**src/rtl/core/clp_pkg.sv**
```systemverilog
`timescale 1ns / 1ps
`default_nettype none
// ----------------------------------------------------------------------------
// Near-plane clipper package
// Shared constants, controller states and the command and status structs.
// ----------------------------------------------------------------------------
package clp_pkg;

    localparam int NATTR         = 9;
    localparam int DEF_WORD_BITS = 32;
    localparam int BUF_MAX       = 5;
    localparam int POLY_MAX      = 4;
    localparam int IDX_Z         = 2;
    localparam int IDX_W         = 3;

    localparam logic [1:0] CORNER_LAST = 2'd2;
    localparam logic [1:0] EDGE_LAST   = 2'd2;
    localparam logic [3:0] ATTR_LAST   = 4'd8;
    localparam logic [1:0] FAN_LAST    = 2'd2;

    typedef enum logic [3:0] {
        ST_COLLECT,
        ST_CHECK,
        ST_EDGE_LOAD,
        ST_EDGE_TEST,
        ST_DIV_START,
        ST_DIV_WAIT,
        ST_APP_S,
        ST_APP_E,
        ST_NEXT_EDGE,
        ST_FINAL,
        ST_FAN_SETUP,
        ST_EMIT_FAN,
        ST_EMIT_PASS
    } t_state;

    typedef struct packed {
        logic       load_corner;
        logic [1:0] corner_idx;
        logic       poly_clr;
        logic       load_edge;
        logic [1:0] edge_idx;
        logic       div_start;
        logic [3:0] attr_idx;
        logic       app_s;
        logic       app_e;
        logic       finalize;
        logic       emit;
        logic       emit_pass;
        logic [2:0] emit_idx;
        logic       emit_last;
    } t_cmd;

    typedef struct packed {
        logic       all_in;
        logic       ia;
        logic       ib;
        logic       div_done;
        logic       out_free;
        logic [2:0] n;
    } t_sts;

endpackage
`default_nettype wire

```
**src/rtl/core/clp_ctrl.sv**
```systemverilog
`timescale 1ns / 1ps
`default_nettype none
// ----------------------------------------------------------------------------
// Clipper controller
// Sequences corner collection, edge clipping, division and fan output.
// ----------------------------------------------------------------------------
module clp_ctrl
    import clp_pkg::*;
(
    input  wire   i_clk,
    input  wire   i_rst_n,
    input  wire   i_in_valid,
    output logic  o_in_ready,
    input  t_sts  i_sts,
    output t_cmd  o_cmd
);

    t_state     r_state;
    t_state     n_state;
    logic [1:0] r_cc;
    logic [1:0] r_edge;
    logic [3:0] r_attr;
    logic [2:0] r_i;
    logic [1:0] r_k;
    logic       w_fan_end;

    assign w_fan_end = (r_k == FAN_LAST) && (3'(r_i + 3'd2) == i_sts.n);

    always_comb begin
        n_state = r_state;
        unique case (r_state)
            ST_COLLECT: begin
                if (i_in_valid && (r_cc == CORNER_LAST)) begin
                    n_state = ST_CHECK;
                end
            end
            ST_CHECK:     n_state = i_sts.all_in ? ST_EMIT_PASS : ST_EDGE_LOAD;
            ST_EDGE_LOAD: n_state = ST_EDGE_TEST;
            ST_EDGE_TEST: begin
                priority if (!i_sts.ia && !i_sts.ib) begin
                    n_state = ST_NEXT_EDGE;
                end else if (i_sts.ia != i_sts.ib) begin
                    n_state = ST_DIV_START;
                end else begin
                    n_state = ST_APP_S;
                end
            end
            ST_DIV_START: n_state = ST_DIV_WAIT;
            ST_DIV_WAIT: begin
                if (i_sts.div_done) begin
                    n_state = (r_attr == ATTR_LAST) ? ST_APP_S : ST_DIV_START;
                end
            end
            ST_APP_S:     n_state = ST_APP_E;
            ST_APP_E:     n_state = ST_NEXT_EDGE;
            ST_NEXT_EDGE: n_state = (r_edge == EDGE_LAST) ? ST_FINAL : ST_EDGE_LOAD;
            ST_FINAL:     n_state = ST_FAN_SETUP;
            ST_FAN_SETUP: n_state = (i_sts.n < 3'd3) ? ST_COLLECT : ST_EMIT_FAN;
            ST_EMIT_FAN: begin
                if (i_sts.out_free && w_fan_end) begin
                    n_state = ST_COLLECT;
                end
            end
            ST_EMIT_PASS: begin
                if (i_sts.out_free && (r_k == FAN_LAST)) begin
                    n_state = ST_COLLECT;
                end
            end
            default:      n_state = ST_COLLECT;
        endcase
    end

    always_comb begin
        o_in_ready = 1'b0;
        o_cmd      = '0;
        o_cmd.corner_idx = r_cc;
        o_cmd.edge_idx   = r_edge;
        o_cmd.attr_idx   = r_attr;
        unique case (r_state)
            ST_COLLECT: begin
                o_in_ready        = 1'b1;
                o_cmd.load_corner = i_in_valid;
            end
            ST_CHECK:     o_cmd.poly_clr  = 1'b1;
            ST_EDGE_LOAD: o_cmd.load_edge = 1'b1;
            ST_DIV_START: o_cmd.div_start = 1'b1;
            ST_APP_S:     o_cmd.app_s     = 1'b1;
            ST_APP_E:     o_cmd.app_e     = 1'b1;
            ST_FINAL:     o_cmd.finalize  = 1'b1;
            ST_EMIT_FAN: begin
                o_cmd.emit      = i_sts.out_free;
                o_cmd.emit_last = w_fan_end;
                unique case (r_k)
                    2'd0:    o_cmd.emit_idx = 3'd0;
                    2'd1:    o_cmd.emit_idx = r_i;
                    default: o_cmd.emit_idx = r_i + 3'd1;
                endcase
            end
            ST_EMIT_PASS: begin
                o_cmd.emit      = i_sts.out_free;
                o_cmd.emit_pass = 1'b1;
                o_cmd.emit_idx  = {1'b0, r_k};
                o_cmd.emit_last = (r_k == FAN_LAST);
            end
            default: begin
            end
        endcase
    end

    always_ff @(posedge i_clk) begin
        if (!i_rst_n) begin
            r_state <= ST_COLLECT;
            r_cc    <= '0;
            r_edge  <= '0;
            r_attr  <= '0;
            r_i     <= 3'd1;
            r_k     <= '0;
        end else begin
            r_state <= n_state;
            if ((r_state == ST_COLLECT) && i_in_valid) begin
                r_cc <= (r_cc == CORNER_LAST) ? 2'd0 : r_cc + 2'd1;
            end
            if (r_state == ST_CHECK) begin
                r_edge <= '0;
                r_i    <= 3'd1;
                r_k    <= '0;
            end
            if ((r_state == ST_NEXT_EDGE) && (r_edge != EDGE_LAST)) begin
                r_edge <= r_edge + 2'd1;
            end
            if (r_state == ST_EDGE_TEST) begin
                r_attr <= '0;
            end
            if ((r_state == ST_DIV_WAIT) && i_sts.div_done) begin
                r_attr <= r_attr + 4'd1;
            end
            if (((r_state == ST_EMIT_FAN) || (r_state == ST_EMIT_PASS))
                && i_sts.out_free) begin
                if (r_k == FAN_LAST) begin
                    r_k <= '0;
                    r_i <= r_i + 3'd1;
                end else begin
                    r_k <= r_k + 2'd1;
                end
            end
        end
    end

endmodule
`default_nettype wire

```
**config.mk**
```make
export PLATFORM = sky130hd
export DESIGN_NAME = clp_ctrl
export DESIGN_NICKNAME = d
export VERILOG_FILES = /design/src/rtl/core/clp_pkg.sv /design/src/rtl/core/clp_ctrl.sv
export SDC_FILE = /design/constraint.sdc
export NUM_CORES = 1
export LEC_CHECK = 0
export CORE_UTILIZATION = 30
export CTS_BUF_LIST = sky130_fd_sc_hd__clkbuf_8 sky130_fd_sc_hd__clkbuf_16
export CTS_CLUSTER_SIZE = 25
export DETAILED_ROUTE_END_ITERATION = 12
export DONT_BUFFER_PORTS = 1
export GPL_TIMING_DRIVEN = 0
export HOLD_SLACK_MARGIN = 0.03
export SLEW_MARGIN = 40
export SYNTH_ARGS = -nofsm -noshare
export SYNTH_HDL_FRONTEND = slang
export SYNTH_SLANG_ARGS = --single-unit
```
**constraint.sdc**
```tcl
create_clock -name i_clk -period 1.3 [get_ports i_clk]
set_input_delay 0.13 -clock i_clk [delete_from_list [all_inputs] [get_ports i_clk]]
set_output_delay 0.13 -clock i_clk [all_outputs]
set_load 0.05 [all_outputs]
```
==> impl_metrics.json, run 1 <==
{
  "timing.hold.ws_ns": 0.02752,
  "violations": "negative setup slack",
  "synth.ff_latch_count": 17,
  "gp_congestion": 0.8018,
  "synth_async_sr_flop_share_pct": 0,
  "ir_drop_v": 0.0008774,
  "final_common_cell": "buf_6",
  "power_mw": 3.245,
  "final_cell_mix": "18 x buf_6, 13 x buf_4, 12 x inv_1, 9 x nand2_1, 8 x nor2_1",
  "routed_wl_mm": 4.144,
  "tightest_slew_ns": 0.6621,
  "arrival_ns": 1.71,
  "max_freq_mhz": 543.1,
  "path_max_fanout": 6,
  "num-nets-final": 212,
  "syn-cell-area_um2": 1281,
  "drtIter0Drc": 42,
  "vias": 1393,
  "grt_max_degree": 11,
  "setup_viol": 31,
  "start_util_pct": 31.58,
  "viasPerCell": 5.663,
  "fin_skew_ns": 0.004627,
  "end_kind": "output port",
  "grt_pass1_vias": 1338,
  "synth-main-ff-cell": "dfxtp_1",
  "track_usage_pct": 18.64,
  "numCtsBuffers": 3,
  "syn_inst": 164,
  "antenna_found_initial": 0,
  "synth_nets": 179,
  "syn_area_per_cell_um2": 7.812,
  "outcome": "finished, violations left",
  "yosysUniqueCellTypes": 53,
  "finalCritPeriodShare_pct": 141.6,
  "design.die.area_um2": 4536,
  "drc": 0,
  "cts_tree": "built",
  "first_pass_iters": 4,
  "final_cells": 246,
  "clock_latency_ns": 0.27,
  "maxSlewHeadroom_pct": 55.86,
  "fin_crit_ns": 1.841,
  "num_antenna_cells": 0,
  "drive_above_1_share_pct": 54.59,
  "wl_per_cell_um": 16.85,
  "fin_setup_tns_ns": -9.139,
  "worst_setup_path_start_kind": "register",
  "fp.dieH_um": 67.35,
  "area_growth_pct": 62.30,
  "maxCapViolCount": 0,
  "rows": 23,
  "die_x_um": 67.35,
  "path_clk_slew_ns": 0.07,
  "grt_first_pass_wirelength_mm": 6.223,
  "coreArea_um2": 4058,
  "p_per_area_nw_per_um2": 1560,
  "gr-total-overflow": 0,
  "detail-route-antenna-nets": 0,
  "htree_levels": 1,
  "worst_slack_ns": -0.5413,
  "p_leak_nw": 0.7555,
  "pin_count": 33,
  "hold_viol": 0,
  "cts_buffer_depth": 2,
  "slew_viol_final": 0,
  "worst_ep_required_time_ns": 1.17,
  "rsz0062_at_grt": "yes",
  "dp_hpwl_mm": 2.518,
  "io_buffers": 0,
  "yosys_warnings": 0,
  "cts_root_buf": "clkbuf_8",
  "hp-class": "primary input to register",
  "dp_cells": 214,
  "synth_edf_count": 0,
  "crit_type": "register to output port",
  "synth_seq_area_share_pct": 26.56,
  "cts_sinks": 17
}
-- critical path: stages, from the launching register on --
cell	delay (ns)
dfxtp_4	0.34
buf_6	0.12
buf_8	0.11
nand4b_1	0.17
buf_6	0.15
o32ai_4	0.54
-- final timing paths --
check	from	end	slack, ns	cells after the start
setup / recovery	r_state[2]	o_cmd[1]	-0.54	5
hold / removal	i_in_valid	r_cc[1]	0.03	2
setup reg to reg	r_state[1]	r_state[1]	-0.38	7
hold reg to reg	r_i[2]	r_i[2]	0.50	2
-- where the power goes --
part           internal [mW]  switching (mW)
combinational          0.920            1.08
clock                  0.214           0.210
sequential             0.615           0.204
total                   1.75            1.50
-- cell families (layout without fill, tap and decap cells) --
group	after synthesis	count (layout)	share of synthesized area (%)
DFF	17	17	26.56
xor gates and xnor gates	3	3	2.051
adders and majority gates	4	4	3.906
AOI/OAI and AO/OA	39	39	22.07
buffers and inverters	25	57	8.691
and+or+nand+nor	72	72	33.30
muxes	4	4	3.418
-- through the flow --
stage               util (%)  worst slack, ns  instance area, um2
finish                 51.25          -0.5413                2079
global route           51.25          -0.5794                2079
CTS                    47.58          -0.7164                1931
detailed placement     37.37          -0.6496                1516
global placement       37.37          -0.6220                1516
floorplan                  -          -0.5044                1454
-- routing by layer --
metal	GRT usage (%)	wire, um
met5	0	0
met4	6.915	43
met3	4.223	276
met2	32.88	2153
met1	21.73	1670
-- cells in the mapped netlist (3+ instances only) --
master	n	area share [%]
nand3_1	6	2.3
nand4b_1	3	2.1
xnor2_1	3	2.1
buf_2	5	2.0
and3_1	4	2.0
inv_1	14	4.1
a31oi_1	4	2.0
nor3_1	7	2.7
a21oi_1	11	4.3
o21ai_0	3	1.2
nor2b_1	6	2.9
nand2_1	14	4.1
nor2_1	14	4.1
o21a_1	3	1.8
ha_1	4	3.9
clkbuf_1	3	0.88
dfxtp_1	17	27
-- timing repair --
item | 4_1_cts | 5_1_grt
resized for setup | 52 | 28
hold endpoints to repair | 5 | 0
pin swaps | 21 | 18
endpoints found under the setup margin | 31 | 31
hold buffers | 1 | 0
setup buffers | 20 | 9
-- sequential cells by signal, indices dropped and copies added (netlist names) --
register	flops
r_attr	4
r_cc	2
r_edge	2
r_i	3
r_k	2
r_state	4
-- cell type report --
type	count	area [um2]
multi-input cells	122	1139
inverters	15	76.32
plain buffers	7	92.59
clock inverters	1	5.005
repair buffers	31	295.3
well taps	50	62.56
fillers	363	1978
flip-flops and latches	17	367.9
clock buffers	3	41.29
Power figures use the tool's default switching activity.
==> run 2: changes to the inputs <==
--- a/config.mk
+++ b/config.mk
@@ -7,11 +7,10 @@
 export LEC_CHECK = 0
 export CORE_UTILIZATION = 30
 export CTS_BUF_LIST = sky130_fd_sc_hd__clkbuf_8 sky130_fd_sc_hd__clkbuf_16
-export CTS_CLUSTER_SIZE = 25
 export DETAILED_ROUTE_END_ITERATION = 12
 export DONT_BUFFER_PORTS = 1
 export GPL_TIMING_DRIVEN = 0
-export HOLD_SLACK_MARGIN = 0.03
+export HOLD_SLACK_MARGIN = 0.08
 export SLEW_MARGIN = 40
 export SYNTH_ARGS = -nofsm -noshare
 export SYNTH_HDL_FRONTEND = slang
==> run 2 against run 1 <==
The flow still finishes with violations (negative setup slack). Sequential share of layout area is 0.30 points lower. Cell count is 0.41% higher. Clock skew is 0.0011 ns lower. Setup slack better by 0.0092 ns. Count of clock-buffer cells in the layout stayed put. Via count is 1.5% lower. Routed wire length is 0.36% lower. Die area stayed put. Utilization is 0.89 points higher. Largest cell class unchanged.
==> impl_metrics.json, run 2 (same netlist as run 1, synthesis figures left out) <==
{
  "p_per_area_nw_per_um2": 1568,
  "cp_slowest_cell": "o32ai_4",
  "cpMostUsedCell": "buf_6",
  "rsz0062_at_grt": "yes",
  "min_path_cells": 3,
  "dp_cells": 214,
  "path_max_fanout": 6,
  "crit_type": "register to output port",
  "maxSlewHeadroom_pct": 60.79,
  "detail-route-antenna-nets": 0,
  "fp.dieH_um": 67.35,
  "final_cells": 247,
  "gr-total-overflow": 0,
  "worst_setup_path_start_kind": "register",
  "worst_slack_ns": -0.5321,
  "finalCritPeriodShare_pct": 140.9,
  "coreArea_um2": 4058,
  "worst_ep_required_time_ns": 1.17,
  "routed_wl_mm": 4.129,
  "slew_viol_final": 0,
  "r2r-end": "r_state[2]",
  "final_cell_mix": "20 x buf_6, 13 x buf_4, 12 x inv_1, 9 x nand2_1, 8 x nor2_1",
  "setup_viol": 31,
  "grt_first_pass_wirelength_mm": 6.168,
  "critical_path.cell_chain": "buf_6, buf_8, nand4b_1, buf_6, o32ai_4",
  "timing.hold.ws_ns": 0.1103,
  "fillerInstances": 362,
  "wl_per_cell_um": 16.72,
  "p_leak_nw": 0.7701,
  "antenna_found_initial": 0,
  "drive_above_1_share_pct": 54.82,
  "htree_levels": 1,
  "place_ws_ns": -0.6496,
  "fin_crit_ns": 1.832,
  "die_x_um": 67.35,
  "grt_max_degree": 11,
  "multi_input_area_um2": 1160,
  "cts_root_buf": "clkbuf_8",
  "hold_viol": 0,
  "hold_end": "r_attr[1]",
  "ir_drop_v": 0.001024,
  "gp_congestion": 0.8018,
  "track_usage_pct": 18.42,
  "area_growth_pct": 65.14,
  "grt_pass1_vias": 1336,
  "fin_skew_ns": 0.003502,
  "maxCapViolCount": 0,
  "r2r_start": "r_state[1]",
  "pin_count": 33,
  "rows": 23,
  "vias": 1372,
  "cp_slowest_stage_delay_ns": 0.54,
  "violations": "negative setup slack",
  "placed_area_um2": 1516,
  "stdcell_area_um2": 2116,
  "end_kind": "output port",
  "num_antenna_cells": 0,
  "drtIter0Drc": 51,
  "path_clk_slew_ns": 0.07,
  "rr_worst_depth": 7,
  "clock_latency_ns": 0.26,
  "hp-class": "primary input to register",
  "max_freq_mhz": 545.8,
  "cts_buffer_depth": 2,
  "reg.largest.list": "r_attr (4), r_state (4), r_i (3)",
  "cts_tree": "built",
  "dp_hpwl_mm": 2.518,
  "r2r_setup_slack_ns": -0.38,
  "outcome": "finished, violations left",
  "cts_sinks": 17,
  "numCtsBuffers": 3,
  "design.die.area_um2": 4536,
  "num-nets-final": 213,
  "worstHoldStart": "i_sts[4]",
  "first_pass_iters": 4,
  "final_common_cell": "buf_6",
  "io_buffers": 0,
  "seqCellArea_um2": 367.9,
  "start_util_pct": 31.58,
  "viasPerCell": 5.555,
  "tightest_slew_ns": 0.5873,
  "arrival_ns": 1.70,
  "drc": 0
}
run 2: cell types whose count changed in the layout (fill, tap and decap cells not counted):
cell / previous run / this run
buf_6: 18 / 20
buf_8: 2 / 1
clkbuf_1: 2 / 0
clkbuf_2: 0 / 1
dlygate4sd3_1: 1 / 2
nand2_2: 4 / 3
nand2_8: 0 / 1
nor3_1: 2 / 3
nor3_2: 1 / 0
o2bb2ai_2: 1 / 0
o2bb2ai_4: 0 / 1
run 2: worst max path at each step:
stage / startpoint / end / slack [ns] / depth (start not counted)
after floorplan: r_state[1] / r_cc[0] / -0.50 / 5
after global placement: r_state[1] / r_state[2] / -0.62 / 5
after detailed placement: r_state[1] / r_cc[0] / -0.65 / 5
after CTS: r_state[2] / o_cmd[20] / -0.72 / 3
after global routing: r_state[2] / o_cmd[1] / -0.57 / 5
final: r_state[2] / o_cmd[1] / -0.53 / 5
run 2: timing repair:
action / CTS / global route
pin swaps: 21 / 17
hold buffers: 2 / 0
endpoints found under the setup margin: 31 / 31
buffers inserted: 20 / 11
gates resized for setup: 52 / 35
endpoints found under the hold margin: 8 / 0
run 2: report_power, final:
group          leakage (nW)  switching (mW)  internal [mW]
logic                 0.601            1.08          0.978
registers             0.144           0.218          0.615
clock network        0.0255           0.209          0.214
run 2: layout make-up:
type	instances	area share [%]
Inverter	15	3.607
Multi-Input combinational cell	122	54.82
Clock buffer	3	1.952
Clock inverter	1	0.2365
Timing Repair Buffer	32	14.61
Tap cell	50	2.957
Sequential cell	17	17.39
Buffer	7	4.435
run 2: critical path: cells and delay by family (launching register included):
family | cells | cell delay (ns)
and+or+nand+nor | 1 | 0.17
AOI/OAI and AO/OA | 1 | 0.54
DFF | 1 | 0.34
buffers and inverters | 3 | 0.38
run 2: metrics by stage:
step	utilization (%)	setup TNS (ns)	power (mW)
floorplan	-	-4.507	1.915
finish	52.14	-8.960	3.318
global placement	37.37	-6.947	2.065
CTS	47.83	-12.63	2.942
detailed placement	37.37	-7.374	2.090
global route	52.14	-10.30	3.456
run 2: routing by layer:
layer / vias to the layer above / track usage (%) / part of all wire (%)
met5: - / 0 / 0
met4: 0 / 6.915 / 1.0
met3: 3 / 4.223 / 4.9
met2: 32 / 32.75 / 52
met1: 683 / 21.22 / 42
li1: 654 / - / -
